<file path="config.mk">
export PLATFORM = sky130hd
export DESIGN_NAME = rsps_cell
export DESIGN_NICKNAME = d
export VERILOG_FILES = /design/src/rsps_pkg.sv /design/src/rsps_cell.sv
export SDC_FILE = /design/constraint.sdc
export NUM_CORES = 1
export LEC_CHECK = 0
export BUFFER_PORTS_ARGS = -buffer_cell sky130_fd_sc_hd__buf_2
export CORE_AREA = 2 2 201 203
export DETAILED_ROUTE_END_ITERATION = 8
export DIE_AREA = 0 0 203 205
export PLACE_DENSITY = 0.5
export SLEW_MARGIN = 20
export SYNTH_ARGS = -nofsm -noshare
export SYNTH_HDL_FRONTEND = slang
export SYNTH_SLANG_ARGS = --single-unit
</file>
<file path="constraint.sdc">
create_clock -name clk -period 6.1 [get_ports clk]
set_clock_uncertainty 0.2 [all_clocks]
set_input_delay 0.61 -clock clk [delete_from_list [all_inputs] [get_ports clk]]
set_output_delay 0.61 -clock clk [all_outputs]
set_load 0.1 [all_outputs]
</file>
<file path="src/rsps_pkg.sv">
package rsps_pkg;

  localparam int DEPTH_DEF      = 16;
  localparam int NAME_BYTES_DEF = 19;
  localparam int NAME_BYTES_MAX = 19;
  localparam int NAME_W_MAX     = NAME_BYTES_MAX * 8;

  localparam logic [4:0] CAP_RESET = 5'd16;

  localparam logic [1:0] OP_PUSH   = 2'd0;
  localparam logic [1:0] OP_POP    = 2'd1;
  localparam logic [1:0] OP_PEEK   = 2'd2;
  localparam logic [1:0] OP_SEARCH = 2'd3;

  localparam logic [2:0] ST_OK    = 3'd0;
  localparam logic [2:0] ST_FULL  = 3'd1;
  localparam logic [2:0] ST_EMPTY = 3'd2;
  localparam logic [2:0] ST_MATCH = 3'd3;
  localparam logic [2:0] ST_DONE  = 3'd4;

  // What every cell of the chain does in a cycle
  typedef enum logic [1:0] {
    CM_HOLD,
    CM_DOWN,
    CM_UP
  } cell_mode_t;

endpackage

</file>
<file path="src/rsps_cell.sv">
module rsps_cell #(
  parameter int W = 172
) (
  input  logic                    clk,
  input  rsps_pkg::cell_mode_t    mode,
  input  logic [W-1:0]            prev_d,
  input  logic [W-1:0]            next_d,
  output logic [W-1:0]            d
);

  logic [W-1:0] d_r;
  logic [W-1:0] d_nxt;

  always_comb begin
    case (mode)
      rsps_pkg::CM_HOLD: d_nxt = d_r;
      rsps_pkg::CM_DOWN: d_nxt = prev_d;
      rsps_pkg::CM_UP:   d_nxt = next_d;
      default:           d_nxt = d_r;
    endcase
  end

  // payload only: no reset
  always_ff @(posedge clk) begin
    d_r <= d_nxt;
  end

  assign d = d_r;

endmodule

</file>
=== After elaboration in Yosys (flattened, before gate mapping) ===
Cells that the tools add are included.

* Register bits: 172
* Bits of input ports: 347
* Output and inout bits: 172
* Logic and storage cells: 5

* Reductions and logical operators: 1
* Mux-type cells: 1
* Equality and inequality tests: 2

{| class="wikitable"
|+ Operators with widths
! kind !! number
|-
| $pmux 172 s2 || 1
|-
| $eq 2x1->1 const B || 1
|-
| $eq 2x2->1 const B || 1
|-
| $reduce_bool 2->1 || 1
|}

=== Depth between registers and ports, before layout ===
Gate-level depths: netlist (run 1).

* Word-level depth: 2
* Gate-level depth with buffers: 6
* Mapped depth without buffers: 3

=== Worst setup path before layout (run 1) ===
No wires, ideal clock.

* Path kind: input-to-reg
* Start point: in mode[0]
* End point: reg d_r[0], in the netlist d[0] (enable)
* Setup slack: 1.128 ns
* Data arrival time: 4.247 ns
* Stages on the path: 3
* Cells stage by stage: inv_1 ha_1 inv_1

* Word-level cells in the longest chain between the ends: 2
* Elaborated cells on any way between the ends: 3

{| class="wikitable"
|+ RTL lines
! element !! line !! text
|-
| start: declaration || rsps_cell.sv:5 || <nowiki>input rsps_pkg::cell_mode_t mode,</nowiki>
|-
| $eq 2x2->1 / $eq 2x1->1 (equally long branches) || rsps_cell.sv:15 || <nowiki>case (mode)</nowiki>
|-
| $reduce_bool 2->1 (no source line) (*) || -- ||
|-
| end signal: assignment || rsps_cell.sv:25 || <nowiki>d_r <= d_nxt;</nowiki>
|-
| end: declaration || rsps_cell.sv:11 || <nowiki>logic [W-1:0] d_r;</nowiki>
|}

Every way passes the cells marked *; elsewhere a longest branch is shown, timed or not.
A chain may end at the register's enable or synchronous reset.

=== Worst setup path after layout (run 1) ===
* Start point: in mode[0]
* End point: reg d_r[56], in the netlist d[56] (data pin)

* Word-level cells in the longest chain between the ends: 2
* Elaborated cells on any way between the ends: 3

{| class="wikitable"
|+ RTL lines
! element !! line !! text
|-
| $eq 2x2->1 / $eq 2x1->1 (equally long branches) || rsps_cell.sv:15 ||
|-
| $pmux 172 s2 (*) || rsps_cell.sv:15 ||
|-
| named net d_nxt[56] || rsps_cell.sv:12 || <nowiki>logic [W-1:0] d_nxt;</nowiki>
|}

The timed path passes the listed nets; every way through them passes the cells marked *.

==> results of run 1 <==
stage by stage:
step | worst slack [ns] | util, % | hold WS, ns | instance area [sq um]
5_1_grt | 3.638 | 28.76 | 0.2069 | 11320
3_5_place_dp | 3.190 | 27.29 | 0.7132 | 10740
6_report | 3.721 | 28.76 | 0.2471 | 11320
4_1_cts | 3.698 | 28.75 | 0.2075 | 11320
3_3_place_gp | 3.243 | 27.29 | 0.7107 | 10740
2_1_floorplan | 1.128 | - | 0.6275 | 7580
how the worst min path moves through the flow:
stage / start / end / slack (ns) / cells after the start
2_1_floorplan: next_d[100] / d[100]$_DFFE_PP_ / 0.63 / 1
3_5_place_dp: next_d[163] / d[163]$_DFFE_PP_ / 0.71 / 2
5_1_grt: next_d[163] / d[163]$_DFFE_PP_ / 0.21 / 2
4_1_cts: next_d[150] / d[150]$_DFFE_PP_ / 0.21 / 2
6_report: next_d[112] / d[112]$_DFFE_PP_ / 0.25 / 2
3_3_place_gp: prev_d[158] / d[158]$_DFFE_PP_ / 0.71 / 2
critical path, stage by stage:
cell    delay (ns)
buf_2         0.11
inv_1         0.09
ha_4          0.53
buf_4         0.60
mux2_2        0.41
cells in the final DEF, fill, tap and decap left out, drive strengths merged:
master / netlist / routed
buf: 19 / 522
clkinv: 0 / 9
edfxtp: 172 / 172
clkinvlp: 0 / 3
mux2: 172 / 172
bufinv: 0 / 2
ha: 1 / 1
diode: 0 / 2
clkbuf: 0 / 17
inv: 2 / 3
logic make-up (layout without fill, tap and decap cells):
family	after synthesis	after routing	share of synthesized area (%)
adder cells (fa/ha/maj)	1	1	0.1650
buffers and inverters	21	556	2.179
flip-flops	172	172	68.14
multiplexers	172	172	29.51
other	0	2	0
metal layers:
layer / global-route usage (%) / routed length, microns / vias to the layer above
met1: 11.61 / 8850 / 2412
li1: - / - / 2485
met5: 0 / 45 / -
met2: 20.29 / 12610 / 326
met3: 5.441 / 2497 / 28
met4: 5.109 / 530 / 6
final cells by class:
type / instances / share of cell area (%)
well taps: 525 / 5.801
inverters: 2 / 0.1105
repair buffers: 522 / 23.38
multi-input cells: 173 / 19.98
clock inverters: 15 / 1.315
flip-flops and latches: 172 / 45.61
clock buffers: 17 / 3.757
diodes: 2 / 0.04420
synthesized netlist by cell type:
cell / instances / area [sq um]
inv_1: 2 / 7.510
buf_6: 10 / 112.6
mux2_4: 80 / 1201
edfxtp_1: 172 / 5165
buf_2: 9 / 45.04
ha_1: 1 / 12.51
mux2_2: 92 / 1036
power breakdown:
| group | internal [mW] | leakage [nW] | switching, mW |
|---|---|---|---|
| Clock | 0.601 | 0.274 | 0.487 |
| Sequential | 1.51 | 1.68 | 0.0453 |
| Combinational | 0.294 | 3.03 | 1.43 |
==> results.py, run 1 <==
metrics = {
    "global_routing": {
        "grt_overflow": 0,
        "grt_pass1_vias": 5614,
        "antenna_found_initial": 7,
        "grt_util_all_layers_pct": 11.52,
        "grt_max_degree": 92,
        "grt_pass1_wl_microns": 34250,
    },
    "cts": {
        "cts_resized": 0,
        "cts.path.max_buffers": 2,
        "htree_num_levels": 4,
        "cts-buffers-inserted": 17,
        "cts_root_buf": "clkbuf_16",
        "postCtsSetupRepairBufs": 0,
        "clk_pin_slew_ns": 0.07,
        "tritoncts": "yes",
        "postCtsHoldBufs": 0,
        "cts_sinks": 172,
    },
    "timing": {
        "fmax_mhz": 420.4,
        "finalMaxSlewViolations": 0,
        "relSlewSlack_pct": 46.57,
        "rsz0062_at_grt": "false",
        "setup_viol": 0,
        "post-route-period-util_pct": 39.00,
        "tightest_slew_ns": 0.8014,
        "fin_tns_setup_ns": 0,
        "final_hold_viol_count": 0,
        "fin_crit_ns": 2.379,
    },
    "route": {
        "vias": 5257,
        "first_iter_violations": 187,
        "viasPerCell": 3.681,
        "drtPass1Iterations": 4,
        "drt_wl_total_microns": 24530,
        "drc": 0,
        "ant_nets": 0,
        "routedWlPerCell_microns": 17.18,
    },
    "synthesis": {
        "ys_seq_area_share_pct": 68.14,
        "ys_types": 7,
        "ys_warn_count": 0,
        "synth_area_sq_um": 7580,
        "post_synth.cell_area_avg_sq_um": 20.71,
        "synth_nets": 714,
        "ys_ff_latch": 172,
        "netlist_instances": 366,
    },
    "die": {
        "num_io_pins": 519,
        "core_sq_um": 39370,
        "initial_core_util_pct": 19.25,
        "die_w_microns": 203,
        "dieHeight_microns": 205,
        "dieArea_sq_um": 41620,
        "num_rows": 73,
    },
    "setup_path": {
        "setup.worst_path.end": "d[56]$_DFFE_PP_",
        "worst_setup_path_end_kind": "flop",
        "startpoint": "mode[0]",
        "crit_fanout": 36,
        "start_kind": "input pin",
        "path_class": "in2reg",
        "arrival_ns": 2.39,
        "cp.required_ns": 6.11,
    },
    "finish": {
        "area_growth_pct": 49.39,
        "layoutNonFillerInstCount": 1428,
        "drive_gt1_share_pct": 80.58,
        "nFillCells": 4091,
        "multi_input_area_sq_um": 2262,
        "nNetsFinal": 1236,
        "regArea_sq_um": 5165,
        "largest_register_ffs": 172,
    },
    "place": {
        "dp.cells": 1394,
        "gp_congestion": 0.7932,
        "hpwl_microns": 19680,
        "io_buffers": 518,
    },
    "flow_run": {
        "cap_violations": 0,
    },
    "power": {
        "peakVddDrop_v": 0.0001935,
        "finalPower_mw": 4.363,
        "p_leak_nw": 4.983,
        "power_density_nw_per_um2": 385.3,
    },
    "outcome": {
        "status": "completed",
    },
    "worst_hold_path": {
        "hp-class": "in2reg",
    },
}
Power figures use the tool's default switching activity.
==> inputs of run 2 (changes only) <==
--- a/config.mk
+++ b/config.mk
@@ -6,10 +6,10 @@
 export NUM_CORES = 1
 export LEC_CHECK = 0
 export BUFFER_PORTS_ARGS = -buffer_cell sky130_fd_sc_hd__buf_2
-export CORE_AREA = 2 2 201 203
+export CORE_AREA = 2 2 199 201
 export DETAILED_ROUTE_END_ITERATION = 8
-export DIE_AREA = 0 0 203 205
-export PLACE_DENSITY = 0.5
+export DIE_AREA = 0 0 201 203
+export PLACE_DENSITY = 0.53
 export SLEW_MARGIN = 20
 export SYNTH_ARGS = -nofsm -noshare
 export SYNTH_HDL_FRONTEND = slang
==> constraint.sdc (replaced) <==
create_clock -name clk -period 2.1 [get_ports clk]
set_clock_uncertainty 0.2 [all_clocks]
set_input_delay 0.21 -clock clk [delete_from_list [all_inputs] [get_ports clk]]
set_output_delay 0.21 -clock clk [all_outputs]
set_load 0.1 [all_outputs]
==> results.py, run 2 <==
metrics = {
    "synthesis": {
        "synth_area_sq_um": 7580,
        "synth_ff_type": "edfxtp_1",
        "netlist_instances": 366,
        "netlist.area_leader.share_pct": 68.14,
        "synth_nets": 714,
        "synthArstFlopShare_pct": 0,
        "synth_most_common_cell": "edfxtp_1",
        "ys_types": 7,
        "synth_edf_count": 172,
        "ys_top_cells_by_area": "edfxtp_1, mux2_4, mux2_2",
        "ys_ff_latch": 172,
        "ys_seq_area_share_pct": 68.14,
        "ys_warn_count": 0,
        "post_synth.cell_area_avg_sq_um": 20.71,
        "synth_common_cells": "edfxtp_1, mux2_2, mux2_4, buf_6, buf_2",
        "synth_top_area_cell": "edfxtp_1",
    },
    "cts": {
        "htree_num_levels": 4,
        "postCtsSetupRepairBufs": 0,
        "postCtsHoldBufs": 290,
        "cts_root_buf": "clkbuf_16",
        "cts.path.max_buffers": 2,
        "cts_resized": 0,
        "cts-buffers-inserted": 17,
        "cts_sinks": 172,
    },
    "outcome": {
        "status": "did not finish",
        "error_message": "[ERROR RSZ-0060] Max buffer count reached.",
        "lastStage": "4_1_cts",
    },
    "place": {
        "hpwl_microns": 19880,
        "placed_area_sq_um": 11010,
        "io_buffers": 518,
        "gp_congestion": 0.7882,
    },
    "die": {
        "die_w_microns": 201,
        "dieHeight_microns": 203,
        "initial_core_util_pct": 19.70,
        "num_io_pins": 519,
        "num_rows": 72,
    },
}
run 2: stage by stage:
stage / setup WS, ns / hold slack, ns / setup TNS, ns / std cells / util [%]
floorplan: -1.512 / 0.2275 / -260.04 / 366 / -
global placement: 0.2483 / 0.3102 / 0 / 1411 / 28.62
detailed placement: 0.2338 / 0.3130 / 0 / 1411 / 28.62
run 2: cells by family after synthesis:
group,after synthesis,share of synthesized area (%)
adders and majority gates,1,0.1650
DFF,172,68.14
buffers and inverters,21,2.179
muxes,172,29.51
==> inputs of run 3 (changes only) <==
--- a/config.mk
+++ b/config.mk
@@ -6,10 +6,10 @@
 export NUM_CORES = 1
 export LEC_CHECK = 0
 export BUFFER_PORTS_ARGS = -buffer_cell sky130_fd_sc_hd__buf_2
-export CORE_AREA = 2 2 199 201
+export CORE_AREA = 2 2 200 202
 export DETAILED_ROUTE_END_ITERATION = 8
-export DIE_AREA = 0 0 201 203
-export PLACE_DENSITY = 0.53
+export DIE_AREA = 0 0 202 204
+export PLACE_DENSITY_LB_ADDON = 0.15
 export SLEW_MARGIN = 20
 export SYNTH_ARGS = -nofsm -noshare
 export SYNTH_HDL_FRONTEND = slang
==> constraint.sdc (replaced) <==
create_clock -name clk -period 2.73 [get_ports clk]
set_clock_uncertainty 0.2 [all_clocks]
set_input_delay 0.273 -clock clk [delete_from_list [all_inputs] [get_ports clk]]
set_output_delay 0.273 -clock clk [all_outputs]
set_load 0.1 [all_outputs]
==> results.py, run 3 <==
metrics = {
    "place": {
        "hpwl_microns": 18240,
        "placed_area_sq_um": 10840,
        "io_buffers": 518,
        "dp_slack_ns": 0.7299,
        "gp_congestion": 0.7695,
    },
    "cts": {
        "cts.path.max_buffers": 2,
        "cts-buffers-inserted": 17,
        "postCtsHoldBufs": 286,
        "htree_num_levels": 4,
        "cts_root_buf": "clkbuf_16",
        "postCtsSetupRepairBufs": 0,
        "cts_sinks": 172,
        "cts_resized": 0,
    },
    "synthesis": {
        "post_synth.cell_area_avg_sq_um": 20.71,
        "synth_common_cells": "edfxtp_1, mux2_2, mux2_4, buf_6, buf_2",
        "synth_ff_type": "edfxtp_1",
        "ys_seq_area_share_pct": 68.14,
        "netlist_instances": 366,
        "synth_edf_count": 172,
        "synth_area_sq_um": 7580,
        "ys_warn_count": 0,
        "ys_types": 7,
        "synth_most_common_cell": "edfxtp_1",
        "synthArstFlopShare_pct": 0,
        "ys_top_cells_by_area": "edfxtp_1, mux2_4, mux2_2",
        "netlist.area_leader.share_pct": 68.14,
        "synth_top_area_cell": "edfxtp_1",
        "synth_nets": 714,
        "ys_ff_latch": 172,
    },
    "die": {
        "die_w_microns": 202,
        "num_io_pins": 519,
        "num_rows": 73,
        "dieHeight_microns": 204,
        "initial_core_util_pct": 19.34,
    },
    "outcome": {
        "error_message": "[ERROR RSZ-0060] Max buffer count reached.",
        "status": "did not finish",
        "lastStage": "4_1_cts",
    },
}
run 3: through the flow:
step	utilization, %	std cells
floorplan	-	366
global placement	27.67	1398
detailed placement	27.67	1398
run 3: logic make-up after synthesis:
kind of cell and synth area share [%]:
flops 68.14, fa+ha+maj 0.1650, mux 29.51, buf+inv 2.179
